File: src/date_time_set_editor_core_defines.svh
// Assertion macros shared by the editor core.
`ifndef DATE_TIME_SET_EDITOR_CORE_DEFINES_SVH
`define DATE_TIME_SET_EDITOR_CORE_DEFINES_SVH

// Checks an implication in the same cycle, outside of reset.
`define DTSE_ASSERT_NOW(lbl, ante, cons, msg) \
  lbl: assert property (@(posedge clk) disable iff (!rst_n) (ante) |-> (cons)) \
    else $error(msg);

// Checks an implication in the next cycle, outside of reset.
`define DTSE_ASSERT_NEXT(lbl, ante, cons, msg) \
  lbl: assert property (@(posedge clk) disable iff (!rst_n) (ante) |=> (cons)) \
    else $error(msg);

`endif

File: src/dtse_pkg.sv
package dtse_pkg;

  localparam logic [1:0] CMD_LOAD = 2'd0;
  localparam logic [1:0] CMD_DEC  = 2'd1;
  localparam logic [1:0] CMD_INC  = 2'd2;
  localparam logic [1:0] CMD_NEXT = 2'd3;

  localparam logic [2:0] SEL_YEAR   = 3'd0;
  localparam logic [2:0] SEL_MONTH  = 3'd1;
  localparam logic [2:0] SEL_DAY    = 3'd2;
  localparam logic [2:0] SEL_HOUR   = 3'd3;
  localparam logic [2:0] SEL_MINUTE = 3'd4;
  localparam logic [2:0] SEL_SECOND = 3'd5;

  localparam logic [6:0] YEAR_OFF_MAX = 7'd99;
  localparam logic [3:0] MONTH_MIN    = 4'd1;
  localparam logic [3:0] MONTH_MAX    = 4'd12;
  localparam logic [3:0] MONTH_MAR    = 4'd3;
  localparam logic [3:0] MONTH_FEB    = 4'd2;
  localparam logic [4:0] DAY_MIN      = 5'd1;
  localparam logic [4:0] DAY_MAX      = 5'd31;
  localparam logic [4:0] DAY_LEAP_FEB = 5'd29;
  localparam logic [4:0] HOUR_MAX     = 5'd23;
  localparam logic [5:0] MINSEC_MAX   = 6'd59;

  localparam logic [6:0] RST_YEAR   = 7'd26;
  localparam logic [3:0] RST_MONTH  = 4'd8;
  localparam logic [4:0] RST_DAY    = 5'd15;
  localparam logic [4:0] RST_HOUR   = 5'd15;
  localparam logic [5:0] RST_MINUTE = 6'd30;
  localparam logic [5:0] RST_SECOND = 6'd0;

  localparam logic [4:0] MONTH_LEN [12] = '{
    5'd31, 5'd28, 5'd31, 5'd30, 5'd31, 5'd30,
    5'd31, 5'd31, 5'd30, 5'd31, 5'd30, 5'd31
  };

  localparam logic [2:0] SAK_TAB [12] = '{
    3'd0, 3'd3, 3'd2, 3'd5, 3'd0, 3'd3,
    3'd5, 3'd1, 3'd4, 3'd6, 3'd2, 3'd4
  };

  typedef struct packed {
    logic [1:0] cmd;
    logic [6:0] year;
    logic [3:0] month;
    logic [4:0] day;
    logic [4:0] hour;
    logic [5:0] minute;
    logic [5:0] second;
  } dtse_item_t;

  typedef struct packed {
    logic [6:0] year;
    logic [3:0] month;
    logic [4:0] day;
    logic [4:0] hour;
    logic [5:0] minute;
    logic [5:0] second;
  } dtse_vals_t;

  function automatic logic [3:0] mon_idx(input logic [3:0] m);
    logic [3:0] r;
    if (m < MONTH_MIN) begin
      r = 4'd0;
    end else if (m > MONTH_MAX) begin
      r = 4'd11;
    end else begin
      r = m - 4'd1;
    end
    return r;
  endfunction

  // Every year from 2000 to 2099 that is a multiple of four is a leap year.
  function automatic logic [4:0] month_days(input logic [6:0] yoff, input logic [3:0] m);
    logic [4:0] r;
    if (m == MONTH_FEB && yoff[1:0] == 2'd0) begin
      r = DAY_LEAP_FEB;
    end else begin
      r = MONTH_LEN[mon_idx(m)];
    end
    return r;
  endfunction

  // Since 64 and 8 are both one more than a multiple of seven, the digits fold.
  function automatic logic [2:0] mod7(input logic [7:0] x);
    logic [6:0] r1;
    logic [4:0] r2;
    logic [3:0] r3;
    r1 = {5'd0, x[7:6]} + {1'b0, x[5:0]};
    r2 = {1'b0, r1[6:3]} + {2'd0, r1[2:0]};
    r3 = {2'd0, r2[4:3]} + {1'b0, r2[2:0]};
    if (r3 >= 4'd7) begin
      r3 = r3 - 4'd7;
    end
    return r3[2:0];
  endfunction

endpackage

File: src/dtse_in_reg.sv
module dtse_in_reg (
  input  logic                  clk,
  input  logic                  rst_n,
  input  logic                  in_valid,
  output logic                  in_ready,
  input  dtse_pkg::dtse_item_t  in_item,
  input  logic                  adv,
  output logic                  vld,
  output dtse_pkg::dtse_item_t  item
);
  import dtse_pkg::*;

  logic       vld_r;
  logic       vld_nxt;
  dtse_item_t item_r;

  assign in_ready = !vld_r || adv;
  assign vld_nxt  = (in_valid && in_ready) || (vld_r && !adv);

  always_ff @(posedge clk) begin
    if (!rst_n) begin
      vld_r <= 1'b0;
    end else begin
      vld_r <= vld_nxt;
    end
  end

  always_ff @(posedge clk) begin
    if (in_valid && in_ready) begin
      item_r <= in_item;
    end
  end

  assign vld  = vld_r;
  assign item = item_r;

endmodule

File: src/dtse_update.sv
module dtse_update (
  input  dtse_pkg::dtse_item_t item,
  input  dtse_pkg::dtse_vals_t cur,
  input  logic [2:0]           field,
  output dtse_pkg::dtse_vals_t vals_nxt,
  output logic [2:0]           field_nxt,
  output logic                 committed
);
  import dtse_pkg::*;

  function automatic logic [6:0] step_val(input logic [6:0] v, input logic up,
                                          input logic [6:0] lo, input logic [6:0] hi);
    logic [6:0] r;
    r = v;
    if (up) begin
      if (v < hi) begin
        r = v + 7'd1;
      end
    end else begin
      if (v > lo) begin
        r = v - 7'd1;
      end
    end
    return r;
  endfunction

  logic       up;
  logic [4:0] cur_dim;

  assign up      = (item.cmd == CMD_INC);
  assign cur_dim = month_days(cur.year, cur.month);

  always_comb begin
    vals_nxt  = cur;
    field_nxt = field;
    committed = 1'b0;
    unique case (item.cmd)
      CMD_LOAD: begin
        vals_nxt.year   = (item.year > YEAR_OFF_MAX) ? YEAR_OFF_MAX : item.year;
        vals_nxt.month  = (item.month < MONTH_MIN) ? MONTH_MIN :
                          (item.month > MONTH_MAX) ? MONTH_MAX : item.month;
        vals_nxt.day    = (item.day < DAY_MIN) ? DAY_MIN : item.day;
        vals_nxt.hour   = (item.hour > HOUR_MAX) ? HOUR_MAX : item.hour;
        vals_nxt.minute = (item.minute > MINSEC_MAX) ? MINSEC_MAX : item.minute;
        vals_nxt.second = (item.second > MINSEC_MAX) ? MINSEC_MAX : item.second;
        field_nxt       = SEL_YEAR;
      end
      CMD_DEC, CMD_INC: begin
        unique case (field)
          SEL_YEAR: begin
            vals_nxt.year = step_val(cur.year, up, 7'd0, YEAR_OFF_MAX);
          end
          SEL_MONTH: begin
            vals_nxt.month = 4'(step_val({3'd0, cur.month}, up, {3'd0, MONTH_MIN},
                                         {3'd0, MONTH_MAX}));
          end
          SEL_DAY: begin
            vals_nxt.day = 5'(step_val({2'd0, cur.day}, up, {2'd0, DAY_MIN},
                                       {2'd0, cur_dim}));
          end
          SEL_HOUR: begin
            vals_nxt.hour = 5'(step_val({2'd0, cur.hour}, up, 7'd0, {2'd0, HOUR_MAX}));
          end
          SEL_MINUTE: begin
            vals_nxt.minute = 6'(step_val({1'b0, cur.minute}, up, 7'd0,
                                          {1'b0, MINSEC_MAX}));
          end
          SEL_SECOND: begin
            vals_nxt.second = 6'(step_val({1'b0, cur.second}, up, 7'd0,
                                          {1'b0, MINSEC_MAX}));
          end
          default: begin
          end
        endcase
        if (vals_nxt.day > month_days(vals_nxt.year, vals_nxt.month)) begin
          vals_nxt.day = month_days(vals_nxt.year, vals_nxt.month);
        end
      end
      CMD_NEXT: begin
        if (field >= SEL_SECOND) begin
          field_nxt = SEL_SECOND;
          committed = 1'b1;
        end else begin
          field_nxt = field + 3'd1;
        end
      end
      default: begin
      end
    endcase
  end

endmodule

File: src/dtse_weekday.sv
module dtse_weekday (
  input  dtse_pkg::dtse_vals_t vals,
  output logic [2:0]           weekday
);
  import dtse_pkg::*;

  // With t the year offset, less one in January and February, the year terms
  // reduce to t + floor(t / 4) plus a constant that is a multiple of seven.
  logic       early;
  logic [7:0] t;
  logic [7:0] tq;
  logic [7:0] sum;

  assign early   = (vals.month < MONTH_MAR);
  assign t       = {1'b0, vals.year} - {7'd0, early};
  assign tq      = {{2{t[7]}}, t[7:2]};
  assign sum     = t + tq + {5'd0, SAK_TAB[mon_idx(vals.month)]} + {3'd0, vals.day} + 8'd7;
  assign weekday = mod7(sum);

endmodule

File: src/date_time_set_editor_core.sv
// Date and time editor core, driven by key events.
// Input channel (in_valid/in_ready): one key event per transfer with a command
// (load, decrement, increment, next) and the clock's present date and time,
// which only the load command uses.
// Result channel (out_valid/out_ready): one result per event with the selected
// field, the edited date and time, the weekday, and a commit flag that is set
// when next is pressed on the seconds field.
// An event waits in the input register; when the result register is free or its
// result is being taken, the update and weekday logic load the edit state and
// the result register, which raises out_valid. Throughput is one event per cycle
// while the receiver does not stall; the edit state feeds its own update through
// combinational logic.
// When the receiver stalls, the pending result holds and the input register
// can still take one more event, after which in_ready drops until the result
// is taken.
// Reset is synchronous and active low: both channels go empty, the year field
// is selected and the edit state returns to its power-on date and time.
`include "date_time_set_editor_core_defines.svh"

module date_time_set_editor_core (
  input  logic       clk,
  input  logic       rst_n,
  input  logic       in_valid,
  output logic       in_ready,
  input  logic [1:0] in_command,
  input  logic [6:0] in_load_year_offset,
  input  logic [3:0] in_load_month,
  input  logic [4:0] in_load_day,
  input  logic [4:0] in_load_hour,
  input  logic [5:0] in_load_minute,
  input  logic [5:0] in_load_second,
  output logic       out_valid,
  input  logic       out_ready,
  output logic       out_committed,
  output logic [2:0] out_selected_field,
  output logic [6:0] out_year_offset,
  output logic [3:0] out_month,
  output logic [4:0] out_day,
  output logic [4:0] out_hour,
  output logic [5:0] out_minute,
  output logic [5:0] out_second,
  output logic [2:0] out_weekday
);
  import dtse_pkg::*;

  dtse_item_t in_item;
  dtse_item_t item;
  logic       item_vld;
  logic       adv;

  dtse_vals_t vals_r;
  dtse_vals_t vals_nxt;
  logic [2:0] field_r;
  logic [2:0] field_nxt;
  logic       committed_nxt;
  logic       committed_r;
  logic [2:0] weekday_nxt;
  logic [2:0] weekday_r;
  logic       out_vld_r;
  logic       out_vld_nxt;
  logic       date_ok;

  assign in_item.cmd    = in_command;
  assign in_item.year   = in_load_year_offset;
  assign in_item.month  = in_load_month;
  assign in_item.day    = in_load_day;
  assign in_item.hour   = in_load_hour;
  assign in_item.minute = in_load_minute;
  assign in_item.second = in_load_second;

  assign adv = item_vld && (!out_vld_r || out_ready);

  dtse_in_reg u_in_reg (
    .clk      (clk),
    .rst_n    (rst_n),
    .in_valid (in_valid),
    .in_ready (in_ready),
    .in_item  (in_item),
    .adv      (adv),
    .vld      (item_vld),
    .item     (item)
  );

  dtse_update u_update (
    .item      (item),
    .cur       (vals_r),
    .field     (field_r),
    .vals_nxt  (vals_nxt),
    .field_nxt (field_nxt),
    .committed (committed_nxt)
  );

  dtse_weekday u_weekday (
    .vals    (vals_nxt),
    .weekday (weekday_nxt)
  );

  assign out_vld_nxt = adv || (out_vld_r && !out_ready);

  // The edit state only changes when a result is loaded, so it doubles as the
  // held result payload.
  always_ff @(posedge clk) begin
    if (!rst_n) begin
      out_vld_r     <= 1'b0;
      field_r       <= SEL_YEAR;
      vals_r.year   <= RST_YEAR;
      vals_r.month  <= RST_MONTH;
      vals_r.day    <= RST_DAY;
      vals_r.hour   <= RST_HOUR;
      vals_r.minute <= RST_MINUTE;
      vals_r.second <= RST_SECOND;
    end else begin
      out_vld_r <= out_vld_nxt;
      if (adv) begin
        field_r <= field_nxt;
        vals_r  <= vals_nxt;
      end
    end
  end

  always_ff @(posedge clk) begin
    if (adv) begin
      committed_r <= committed_nxt;
      weekday_r   <= weekday_nxt;
    end
  end

  assign out_valid          = out_vld_r;
  assign out_committed      = committed_r;
  assign out_selected_field = field_r;
  assign out_year_offset    = vals_r.year;
  assign out_month          = vals_r.month;
  assign out_day            = vals_r.day;
  assign out_hour           = vals_r.hour;
  assign out_minute         = vals_r.minute;
  assign out_second         = vals_r.second;
  assign out_weekday        = weekday_r;

  assign date_ok = vals_r.day != 5'd0 && vals_r.month >= MONTH_MIN &&
                   vals_r.month <= MONTH_MAX && weekday_r <= 3'd6;

  `DTSE_ASSERT_NOW(a_commit_on_second, out_vld_r && committed_r, field_r == SEL_SECOND, "bad commit")
  `DTSE_ASSERT_NOW(a_ready_when_free, !out_vld_r || out_ready, in_ready, "in_ready low")
  `DTSE_ASSERT_NOW(a_date_range, out_vld_r, date_ok, "edited date out of range")
  `DTSE_ASSERT_NEXT(a_advance_loads, adv, out_vld_r, "event lost on the way out")

endmodule

File: config.mk
export PLATFORM = sky130hd
export DESIGN_NAME = date_time_set_editor_core
export DESIGN_NICKNAME = d
export VERILOG_FILES = /design/src/dtse_pkg.sv /design/src/dtse_in_reg.sv /design/src/dtse_update.sv /design/src/dtse_weekday.sv /design/src/date_time_set_editor_core.sv
export VERILOG_INCLUDE_DIRS = /design/src /design/src/src
export SDC_FILE = /design/constraint.sdc
export NUM_CORES = 1
export LEC_CHECK = 0
export BUFFER_PORTS_ARGS = -buffer_cell sky130_fd_sc_hd__buf_2
export CAP_MARGIN = 20
export CORE_MARGIN = 1
export CORE_UTILIZATION = 30
export CTS_BUF_LIST = sky130_fd_sc_hd__clkbuf_16
export DETAILED_ROUTE_END_ITERATION = 12
export SLEW_MARGIN = 0
export SYNTH_ARGS = -nofsm -noshare
export SYNTH_HDL_FRONTEND = slang
export SYNTH_SLANG_ARGS = --single-unit
File: constraint.sdc
create_clock -name clk -period 9.2 [get_ports clk]
set_input_delay 1.38 -clock clk [delete_from_list [all_inputs] [get_ports clk]]
set_output_delay 1.38 -clock clk [all_outputs]
set_load 0.005 [all_outputs]
=== After elaboration in Yosys (flattened, before gate mapping) ===
Memory sizes are Yosys's and may differ from the RTL's.
Cells that the tools add are included.

* Output and inout port bits: 42
* Input port bits: 39
* Register bits: 77
* Memories: 4
* Memory bits (read-only): 288

* Mux-type cells: 63
* Eq/ne operators: 19
* Magnitude comparators: 33
* Reductions and logical operators: 25
* Add/sub/neg operators: 25
* Bitwise logic cells: 4

{| class="wikitable"
|+ Memory list
! memory !! words !! width !! rd ports !! clocked after Yosys merged registers in !! write ports !! RTL line !! RTL
|-
| (name not given) || 16 || 5 || 1 || 0 || 0 || dtse_pkg.sv:80 || <nowiki>r = MONTH_LEN[mon_idx(m)];</nowiki>
|-
| (name not given) || 16 || 5 || 1 || 0 || 0 || dtse_pkg.sv:80 ||
|-
| (name not given) || 16 || 5 || 1 || 0 || 0 || dtse_pkg.sv:80 ||
|-
| (name not given) || 16 || 3 || 1 || 0 || 0 || dtse_weekday.sv:17 || <nowiki>assign sum = t + tq + {5'd0, SAK_TAB[mon_idx(vals.month)]} + {3'd0, vals.day} + 8'd7;</nowiki>
|}

{| class="wikitable"
|+ Operators with widths
! operator !! number
|-
| $mux W5 || 22
|-
| $mux W4 || 18
|-
| $pmux W33 S2 || 1
|-
| $mux W6 || 10
|-
| $mux W7 || 6
|-
| $ge A5 B5 Y1 const B || 4
|-
| $not A4 Y5 || 4
|-
| $gt A4 B4 Y1 const B || 4
|-
| $lt A4 B1 Y1 const B || 4
|-
| $sub A4 B1 Y4 const B || 4
|-
| $reduce_and A5 Y1 || 3
|-
| $add A6 B1 Y6 const B || 2
|-
| $gt A6 B1 Y1 const B || 2
|-
| $gt A6 B6 Y1 const B || 2
|-
| $lt A6 B6 Y1 const B || 2
|-
| $mux W3 || 4
|-
| $sub A6 B1 Y6 const B || 2
|-
| $add A5 B1 Y5 const B || 2
|-
| $gt A5 B1 Y1 const B || 2
|-
| $sub A5 B1 Y5 const B || 2
|-
| $ne A3 B1 Y1 const B || 3
|-
| $ne A3 B3 Y1 const B || 3
|-
| $add A8 B3 Y8 || 1
|-
| $add A8 B3 Y8 const B || 1
|-
| other kinds (41) || 61
|}

=== Logic depth before layout (Yosys ltp) ===
Gate-level depths: netlist of the first run.

* Depth after elaboration: 41
* Depth in mapped cells: 52

=== Cells and area by module ===
Synthesis of the first run repeated with hierarchy kept, for this count alone.

* Cells, all modules: 864
* Area total of the unflattened synthesis: 7143.1 µm²

{| class="wikitable"
|+ Modules (own cells, without submodules)
! module !! area each (µm²) !! seq. area each (µm²) !! cells an instance !! instances
|-
| dtse_update || 3095.5 || 0.0 || 499 || 1
|-
| date_time_set_editor_core || 1611.5 || 860.8 || 167 || 1
|-
| dtse_weekday || 1327.5 || 0.0 || 158 || 1
|-
| dtse_in_reg || 1108.6 || 1071.0 || 40 || 1
|}

=== Least setup slack after synthesis of the first run ===
No wires, ideal clock.

* Kind: register to register
* From: register vals_r, in the netlist out_month[0]
* To: register weekday_r[1], in the netlist out_weekday[1], data pin
* Cell stages (with the launch flop): 48
* Arrival: 9494 ps
* Setup slack: -563 ps
* Path buffers: 1
* Setup time: 269 ps
* Period minus slack after synthesis: 9763 ps
* Cells stage by stage: dfxtp_1 clkbuf_1 inv_1 ha_1 nand2_1 o31ai_1 o21ai_0 o22ai_1 ha_1 o2111ai_1 a211oi_1 a41o_1 a221o_1 ha_1 a21oi_1 a21oi_1 and4_1 mux2_4 [... 12 more ...] a21oi_1 xnor2_1 fa_1 nor3b_1 xor2_1 ha_1 a21o_1 a21oi_1 xor2_1 ha_1 inv_1 fa_1 inv_1 ha_1 a21oi_1 a21oi_1 a221oi_1 o21ai_0

* Longest elaborated chain between the ends: 26

{| class="wikitable"
|+ Ends and longest elaborated chain
! item !! RTL line !! RTL
|-
| start, declared || date_time_set_editor_core.sv:51 || <nowiki>dtse_vals_t vals_r;</nowiki>
|-
| start signal, assigned || date_time_set_editor_core.sv:116 || <nowiki>vals_r <= vals_nxt;</nowiki>
|-
| $sub A4 B1 Y4 (tied with other cells) || dtse_pkg.sv:69, dtse_update.sv:21 ||
|-
| $mux W4, on equally long branches || dtse_update.sv:20, dtse_update.sv:16 ||
|-
| $mux W4 || dtse_update.sv:15 || <nowiki>if (up) begin</nowiki>
|-
| $mux W4 || dtse_update.sv:49 || <nowiki>unique case (field)</nowiki>
|-
| $mux W4 || dtse_update.sv:37 || <nowiki>unique case (item.cmd)</nowiki>
|-
| $sub A4 B1 Y4 / $gt A4 B4 Y1 (equally long branches) || dtse_pkg.sv:69, dtse_pkg.sv:66 ||
|-
| $mux W4 || dtse_pkg.sv:66 || <nowiki>end else if (m > MONTH_MAX) begin</nowiki>
|-
| $mux W4 || dtse_pkg.sv:64 || <nowiki>if (m < MONTH_MIN) begin</nowiki>
|-
| [... 11 more ...] || -- ||
|-
| $add A8 B5 Y8 (*) || dtse_weekday.sv:17 ||
|-
| $add A8 B3 Y8 (*) || dtse_weekday.sv:17 ||
|-
| $add A2 B6 Y7 (*) || dtse_pkg.sv:90 || <nowiki>r1 = {5'd0, x[7:6]} + {1'b0, x[5:0]};</nowiki>
|-
| $add A4 B3 Y5 (*) || dtse_pkg.sv:91 || <nowiki>r2 = {1'b0, r1[6:3]} + {2'd0, r1[2:0]};</nowiki>
|-
| $add A2 B3 Y4 (*) || dtse_pkg.sv:92 || <nowiki>r3 = {2'd0, r2[4:3]} + {1'b0, r2[2:0]};</nowiki>
|-
| $ge A4 B3 Y1 / $sub A3 B3 Y3 (equally long branches) || dtse_pkg.sv:93, dtse_pkg.sv:94 ||
|-
| $mux W3 (*) || dtse_pkg.sv:93 || <nowiki>if (r3 >= 4'd7) begin</nowiki>
|-
| net u_weekday.weekday[1] || dtse_weekday.sv:3 || <nowiki>output logic [2:0] weekday</nowiki>
|-
| end signal, assigned || date_time_set_editor_core.sv:124 || <nowiki>weekday_r <= weekday_nxt;</nowiki>
|-
| end, declared || date_time_set_editor_core.sv:58 || <nowiki>logic [2:0] weekday_r;</nowiki>
|}

Mark *: on every way through the listed nets, which the timed path passes. The rest lies on a longest branch. The select of a mux whose other input is x is not followed.
A chain may end at the register's enable or synchronous reset.

=== Final worst setup path of the first run ===
* From: register vals_r, in the netlist out_month[1]
* To: register weekday_r[1], in the netlist out_weekday[1], data pin

The elaborated chain is that of the path after synthesis.

==> results of run 1 <==
## cells in the final DEF, fill, tap and decap left out, drive strengths merged, types with 8 or more instances in the layout
cell    count
ha         69
o21bai      8
a22oi       9
dfxtp      38
nor2b      14
a211oi      8
a31oi      11
nor4        8
a21boi     14
nor2       40
edfxtp     39
a21oi      51
o21ai      45
nand4       8
nand2      73
nand3      13
nor3       16
xnor2      30
inv        63
and2        8
clkbuf      9
buf       172
a21o       12
nand2b      8
o311ai      8
xor2        9
fa         14
## per-stage QoR
| step | utilization (%) | hold WS [ps] | instance area (um^2) | TNS, ps |
|---|---|---|---|---|
| 2_1_floorplan | - | 486 | 6770 | 0 |
| 3_3_place_gp | 36.4 | 512 | 7920 | -67.6 |
| 3_5_place_dp | 36.4 | 513 | 7930 | -416 |
| 4_1_cts | 38.2 | 537 | 8320 | -193 |
| 5_1_grt | 39.3 | 569 | 8550 | -1420 |
| 6_report | 39.3 | 534 | 8550 | -267 |
## cells by family after synthesis
kind of cell,share of synthesized area [%]
compound gates,24.5
xor+xnor,5.14
fa+ha+maj,17.2
buf+inv,5.80
flops,29.1
mux,0.997
simple gates,17.3
## layout make-up
type,count,area (um^2),share of cell area (%)
clock buffer,9,225,2.63
inverter,61,235,2.75
sequential,77,1930,22.6
tap,280,350,4.10
clock inverter,7,75.1,0.878
multi-input combinational,586,4630,54.1
timing repair buffer,172,1100,12.9
## worst paths after layout
path / from / to / cells past startpoint
setup / recovery: out_month[1]$_SDFFE_PN0P_ / out_weekday[1]$_DFFE_PP_ / 45
hold / removal: out_second[2]$_SDFFE_PN0P_ / out_second[2]$_SDFFE_PN0P_ / 2
setup reg to reg: out_month[1]$_SDFFE_PN0P_ / out_weekday[1]$_DFFE_PP_ / 45
hold reg to reg: out_second[2]$_SDFFE_PN0P_ / out_second[2]$_SDFFE_PN0P_ / 2
## worst register-to-register path, delay by kind of cell, from the launching register on
kind	cells	cell delay (ps)
AOI/OAI and AO/OA	17	2540
xor gates and xnor gates	3	480
adders and majority gates	13	4010
buffers and inverters	7	470
DFF	1	320
muxes	1	330
and+or+nand+nor	4	1070
## sequential cells by signal, summed over array words and instances, names as in the netlist
register            flops
u_in_reg.item          35
out_year_offset         7
out_minute              6
out_second              6
out_day                 5
out_hour                5
out_month               4
out_selected_field      3
out_weekday             3
out_committed           1
out_valid               1
u_in_reg.vld            1
## routing by layer
metal	GRT usage [%]	up-vias
li1	-	3099
met1	22.9	2847
met2	26.5	181
met3	1.84	20
met4	5.55	0
met5	0	-
## timing repair
action,in CTS,in global routing
pin swaps,24,44
resized for setup,13,38
buffers inserted,4,10
setup endpoints to repair,3,3
==> results_dict.tcl, run 1 <==
set metrics [dict create \
    fill_cells 2217 \
    synthesis.area_um2 6650 \
    synth-edff-count 39 \
    syn_inst 764 \
    slowest_stage "fa_1" \
    area_delta_synth_final_pct 28.6 \
    n_antenna_cell 0 \
    post-route-worst-setup-slack_ps -267 \
    clkTransAtPathRegs_ps 70 \
    clk_root_buffer_cell "clkbuf_16" \
    grt_setup_unrepaired "yes" \
    worstPathArrival_ps 9560 \
    synth.most_common_cell "nand2_1" \
    number_of_nets_in_the_layout 1029 \
    worst_pin_slew_ps 997 \
    synth-seq-cells 77 \
    finalCritPeriodShare_pct 103 \
    syn_nets 886 \
    sinks_on_the_clock_net 77 \
    skew_ps 10.4 \
    worst_setup_slack_post_dpl_ps -295 \
    worstPathMaxFanout 3 \
    totalWireLength_um 18700 \
    number_of_antenna_violations_at_the_first_check_in_global_routing 0 \
    cts-hold-fix-buffers 0 \
    width_of_the_die_um 151 \
    setup-violations-final 1 \
    nature_of_the_critical_path_endpoint "register" \
    avgSynthCellArea_um2 8.70 \
    hpwlAfterDp_um 13700 \
    synth-async-reset-ratio_pct 0 \
    post_route_cells_drive_above_1_share_pct 28.5 \
    globalRouteOverflowTotal 0 \
    cts_max_level 3 \
    grt_pass1_vias 5756 \
    finalWeightedCongestion 0.856 \
    drc 0 \
    timing.hold.worst.class "register to register" \
    critical_path.most_common_cell "inv_2" \
    fp.dieH_um 151 \
    cap_violations 0 \
    initial_core_util_pct 30.6 \
    failed_checks "negative setup slack" \
    hold_viol 0 \
    maxClockFrequency_mhz 106 \
    globalRouteTotalUtil_pct 16.5 \
    io_buffers 80 \
    dr_total_vias 6147 \
    run_status "finished with violations" \
    buf_inv_on_cp 7 \
    yosysUniqueCellTypes 79 \
    initialDrtViolationCount 504 \
    ant_nets 0 \
    place.detailed.instances 1162 \
    routed-wl-met3_um 901 \
    ff2ff_setup_slack_ps -270 \
    final_cells 1192 \
    seq_area_frac_synth_pct 29.1 \
    fin_max_slew_vios 0 \
    synth_largest_area_cell "edfxtp_1" \
    grt_first_pass_wirelength_um 29500 \
    maxUsedRoutingLayer "met4" \
    synth-main-ff-cell "edfxtp_1" \
    cts_buffer_depth 2 \
    clk_latency_ps 350 \
    yosys-top-cells-count "nand2_1, ha_1, inv_1, a21oi_1, nor2_1" \
    grt_max_degree 42 \
    first_pass_iters 5 \
    tritoncts "built" \
    post_synth_main_area_contributors "edfxtp_1, ha_1, dfxtp_1" \
    boundaryPins 81 \
    required_ps 9290 \
    min_period_ps 9470 \
    synth-warning-count 0 \
    cp-start-kind "register" \
    netlist.area_leader.share_pct 17.6 \
    met2_wirelength_um 8670 \
    wl_cell_um 15.7 \
    worst_max_slew_margin_expressed_relative_to_the_limit_pct 33.6 \
    number_of_placement_rows 54 \
    met1Wirelength_um 8800 \
    cts-buffers-inserted 9 \
    die-area_um2 22800 \
    vias_per_cell 5.16 \
    placeableCoreArea_um2 21800 \
    worst_path_dominant_cell_family "adder cells" \
    timing.critical_path.slowest_cell_delay_ps 530 \
    criticalPathCategory "register to register" \
]
Power of run 1 is left out: the tool's default activity adds up to more than one toggle a clock period on the data nets, which glitch-free logic cannot reach.
==> run 2, diff against run 1 <==
- CORE_MARGIN: 1 -> 5
- RECOVER_POWER: unset -> 100
==> run 2 against run 1 <==
The run ends with max-capacitance violations, max-slew violations, negative setup slack left. Core utilization shrank 0.71 points. Design area fell by 1.5%. Sequential cell count stayed put. Die area grew 11%. Cell count shrank 0.59%. Non-clock buffer count is 7 lower. Largest cell class unchanged.
==> results_dict.tcl, run 2 (synthesis results as in run 1) <==
set metrics [dict create \
    run_status "finished with violations" \
    failed_checks "max-capacitance violations, max-slew violations, negative setup slack" \
    clk_latency_ps 350 \
    cts_max_level 3 \
    maxClockFrequency_mhz 108 \
    finalCritPeriodShare_pct 100 \
    hold_viol 0 \
    cts_buffer_depth 2 \
    worstPathArrival_ps 9320 \
    tritoncts "built" \
    worst_pin_slew_ps 2330 \
    clkTransAtPathRegs_ps 60 \
    vias_per_cell 5.19 \
    timing.critical_path.slowest_cell_delay_ps 550 \
    sinks_on_the_clock_net 77 \
    worst_setup_slack_post_dpl_ps -220 \
    n_antenna_cell 0 \
    largest_register_ffs 35 \
    dr_total_vias 6152 \
    globalRouteTotalUtil_pct 14.2 \
    fill_cells 2167 \
    cap_violations 2 \
    min_period_ps 9230 \
    totalWireLength_um 18800 \
    initial_core_util_pct 30.5 \
    boundaryPins 81 \
    nature_of_the_critical_path_endpoint "register" \
    number_of_nets_in_the_layout 1022 \
    io_buffers 80 \
    post_route_cells_drive_above_1_share_pct 23.3 \
    globalRouteOverflowTotal 0 \
    slowest_stage "or4_1" \
    cts-hold-fix-buffers 0 \
    worst_max_slew_margin_expressed_relative_to_the_limit_pct -55.3 \
    fin_max_slew_vios 78 \
    criticalPathCategory "register to register" \
    placeableCoreArea_um2 21800 \
    ant_nets 0 \
    mostFrequentLayoutCell "nand2_1" \
    fp.dieH_um 159 \
    hpwlAfterDp_um 13900 \
    setup-violations-final 1 \
    grt_first_pass_wirelength_um 30200 \
    critical_path.most_common_cell "inv_2" \
    grt_setup_unrepaired "yes" \
    final-seq-area_um2 1930 \
    first_pass_iters 5 \
    number_of_placement_rows 54 \
    cp-start-kind "register" \
    grt_max_degree 42 \
    post-route-worst-setup-slack_ps -32.6 \
    finalWeightedCongestion 0.874 \
    width_of_the_die_um 159 \
    wl_cell_um 15.9 \
    total_area_of_multi_input_combinational_cells_um2 4550 \
    grt_pass1_vias 5815 \
    mostFrequentLayoutCells "nand2_1, buf_4, buf_2" \
    timing.hold.worst.class "register to register" \
    initialDrtViolationCount 393 \
    number_of_antenna_violations_at_the_first_check_in_global_routing 0 \
    area_delta_synth_final_pct 26.7 \
    worstPathMaxFanout 9 \
    skew_ps 10.5 \
    die-area_um2 25200 \
    required_ps 9290 \
    clk_root_buffer_cell "clkbuf_16" \
    drc 0 \
    cts-buffers-inserted 9 \
]
## run 2: cell type report
cell class              count  share of cell area, %
repair buffers            165                   12.1
inverters                  61                   2.79
well taps                 280                   4.16
clock buffers               9                   2.67
flip-flops and latches     77                   23.0
clock inverters             7                   1.17
multi-input cells         586                   54.1
## run 2: layer usage
layer	GRT usage, %	vias up	part of all wire, %
met5	0	-	0
met1	20.1	2863	48
li1	-	3088	-
met2	22.8	181	46
met4	3.96	0	1.6
met3	2.07	20	4.5
## run 2: critical path, delay by kind of cell, from the launching register on
family / cells / cell delay (ps)
mux: 1 / 320
simple gates: 6 / 1340
buf+inv: 8 / 600
xor+xnor: 3 / 420
compound gates: 14 / 1990
flops: 1 / 360
fa+ha+maj: 13 / 3940
## run 2: stage by stage
stage | setup TNS, ps | std cells | util, % | cell area [um^2] | hold WS (ps)
detailed placement | -223 | 1159 | 36.3 | 7920 | 521
global route | -1170 | 1185 | 38.6 | 8420 | 575
CTS | -101 | 1175 | 38.0 | 8290 | 532
finish | -32.6 | 1185 | 38.6 | 8420 | 531
global placement | -56.3 | 1158 | 36.3 | 7910 | 515
floorplan | 0 | 764 | - | 6770 | 486
## run 2: worst paths after layout
path                                                start                       end  slack [ps]  depth (start not counted)
worst min-delay path              u_in_reg.vld$_SDFF_PN0_      out_valid$_SDFF_PN0_         530                          1
worst max register to register  out_month[0]$_SDFFE_PN0P_  out_weekday[1]$_DFFE_PP_         -30                         45
worst min register to register    u_in_reg.vld$_SDFF_PN0_      out_valid$_SDFF_PN0_         530                          1
worst max-delay path            out_month[0]$_SDFFE_PN0P_  out_weekday[1]$_DFFE_PP_         -30                         45
## run 2: timing repair
| action | in CTS | in global routing |
|---|---|---|
| setup endpoints to repair | 2 | 3 |
| gates resized for setup | 10 | 25 |
| setup buffers | 0 | 9 |
| gates cloned | 0 | 1 |
| pin swaps | 10 | 8 |
Power of run 2 is left out for the same reason.
==> run 3, diff against run 2 <==
- GPL_ROUTABILITY_DRIVEN: unset -> 1
- PLACE_DENSITY: unset -> 0.46
- TNS_END_PERCENT: unset -> 5
==> run 3 against run 2 <==
The run still ends with max-capacitance violations, max-slew violations, negative setup slack left. Via count shrank 0.98%. Die area is the same. Non-clock buffer count grew 5. Wire length grew 3.7%. Global-route usage grew 1.0 points. Maximum frequency shrank 0.51%.
==> results_dict.tcl, run 3 (synthesis results as in run 1) <==
set metrics [dict create \
    worst_pin_slew_ps 2360 \
    cp-start-kind "register" \
    placeableCoreArea_um2 21800 \
    number_of_antenna_violations_at_the_first_check_in_global_routing 0 \
    place.detailed.instances 1173 \
    finalCritPeriodShare_pct 101 \
    number_of_placement_rows 54 \
    first_pass_iters 5 \
    post_route_cells_drive_above_1_share_pct 22.3 \
    timing.critical_path.slowest_cell_delay_ps 540 \
    worst_max_slew_margin_expressed_relative_to_the_limit_pct -57.7 \
    min_period_ps 9280 \
    finalInstanceArea_um2 8340 \
    sinks_on_the_clock_net 77 \
    width_of_the_die_um 159 \
    worstReg2RegStart "u_in_reg.item[34]$_DFFE_PP_" \
    area_delta_synth_final_pct 25.5 \
    post-route-worst-setup-slack_ps -79.6 \
    hold_path.startpoint "out_second[2]$_SDFFE_PN0P_" \
    worstPathMaxFanout 4 \
    boundaryPins 81 \
    placedInstanceArea_um2 8010 \
    vias_per_cell 5.12 \
    grt_first_pass_wirelength_um 31800 \
    grt_setup_unrepaired "yes" \
    ant_nets 0 \
    io_buffers 80 \
    clk_latency_ps 350 \
    globalRouteOverflowTotal 0 \
    worst_hold_path.num_cells 2 \
    setup-violations-final 1 \
    fp.dieH_um 159 \
    run_status "finished with violations" \
    totalWireLength_um 19500 \
    skew_ps 7.53 \
    worstPathArrival_ps 9380 \
    initialDrtViolationCount 383 \
    timing.hold.worst.class "register to register" \
    cts_max_level 3 \
    required_ps 9300 \
    number_of_nets_in_the_layout 1027 \
    cts_buffer_depth 2 \
    cap_violations 2 \
    worst_hold_path.endpoint "out_second[2]$_SDFFE_PN0P_" \
    hpwlAfterDp_um 14800 \
    r2r-end "out_weekday[1]$_DFFE_PP_" \
    hold_viol 0 \
    final_cells 1190 \
    grt_pass1_vias 5910 \
    grt_max_degree 42 \
    dr_total_vias 6092 \
    criticalPathCategory "register to register" \
    worst_setup_slack_post_dpl_ps -323 \
    die-area_um2 25200 \
    fin_max_slew_vios 78 \
    cts-buffers-inserted 9 \
    fill_cells 2269 \
    clkTransAtPathRegs_ps 70 \
    n_antenna_cell 0 \
    maxClockFrequency_mhz 108 \
    crit_start "u_in_reg.item[34]$_DFFE_PP_" \
    slowest_stage "fa_1" \
    globalRouteTotalUtil_pct 15.2 \
    nature_of_the_critical_path_endpoint "register" \
    critical_path.most_common_cell "inv_1" \
    drc 0 \
    ff2ff_setup_slack_ps -80 \
    worst-r2r-cell-count 43 \
    clk_root_buffer_cell "clkbuf_16" \
    largest_register_ffs 35 \
    finalWeightedCongestion 0.830 \
    tritoncts "built" \
    mostFrequentLayoutCell "buf_4" \
    failed_checks "max-capacitance violations, max-slew violations, negative setup slack" \
    initial_core_util_pct 30.5 \
    wl_cell_um 16.4 \
    mostFrequentLayoutCells "buf_4, nand2_1, ha_1" \
]
run 3: how the worst max path moves through the flow:
stage,cells past startpoint,endpoint
6_report,43,out_weekday[1]$_DFFE_PP_
2_1_floorplan,46,out_weekday[1]$_DFFE_PP_
4_1_cts,47,out_weekday[1]$_DFFE_PP_
3_5_place_dp,44,out_weekday[1]$_DFFE_PP_
5_1_grt,48,out_weekday[1]$_DFFE_PP_
3_3_place_gp,44,out_weekday[1]$_DFFE_PP_
run 3: layout make-up:
class / instances / area (um^2) / area share [%]
clock inverter: 7 / 75.1 / 0.900
timing repair buffer: 170 / 1010 / 12.1
inverter: 61 / 231 / 2.77
tap: 280 / 350 / 4.20
multi-input combinational: 586 / 4510 / 54.1
sequential: 77 / 1930 / 23.2
clock buffer: 9 / 225 / 2.70
run 3: repair_timing:
item,in CTS,in global routing
setup endpoints to repair,3,3
cloned,0,0
setup buffers,1,0
hold endpoints to repair,0,0
gates resized for setup,9,10
hold buffers,0,0
pin swaps,5,3
run 3: per-layer routing:
metal  part of all wire [%]  vias up  track usage [%]
li1                       -     3098                -
met1                     50     2865             22.0
met2                     45      116             24.1
met3                    4.2       13             2.36
met4                    1.2        0             3.45
met5                      0        -                0
run 3: through the flow:
stage,hold WS (ps),setup TNS [ps],util (%)
6_report,536,-79.6,38.2
3_5_place_dp,514,-498,36.7
4_1_cts,536,-113,38.3
3_3_place_gp,529,-180,36.7
2_1_floorplan,486,0,-
5_1_grt,578,-1420,38.2
run 3: critical path: cells and delay by family (launching register included):
kind,cells,cell delay (ps)
fa+ha+maj,12,3670
compound gates,15,2250
simple gates,5,1470
buf+inv,7,470
xor+xnor,3,430
flops,1,390
mux,1,320
Power of run 3 is left out for the same reason.
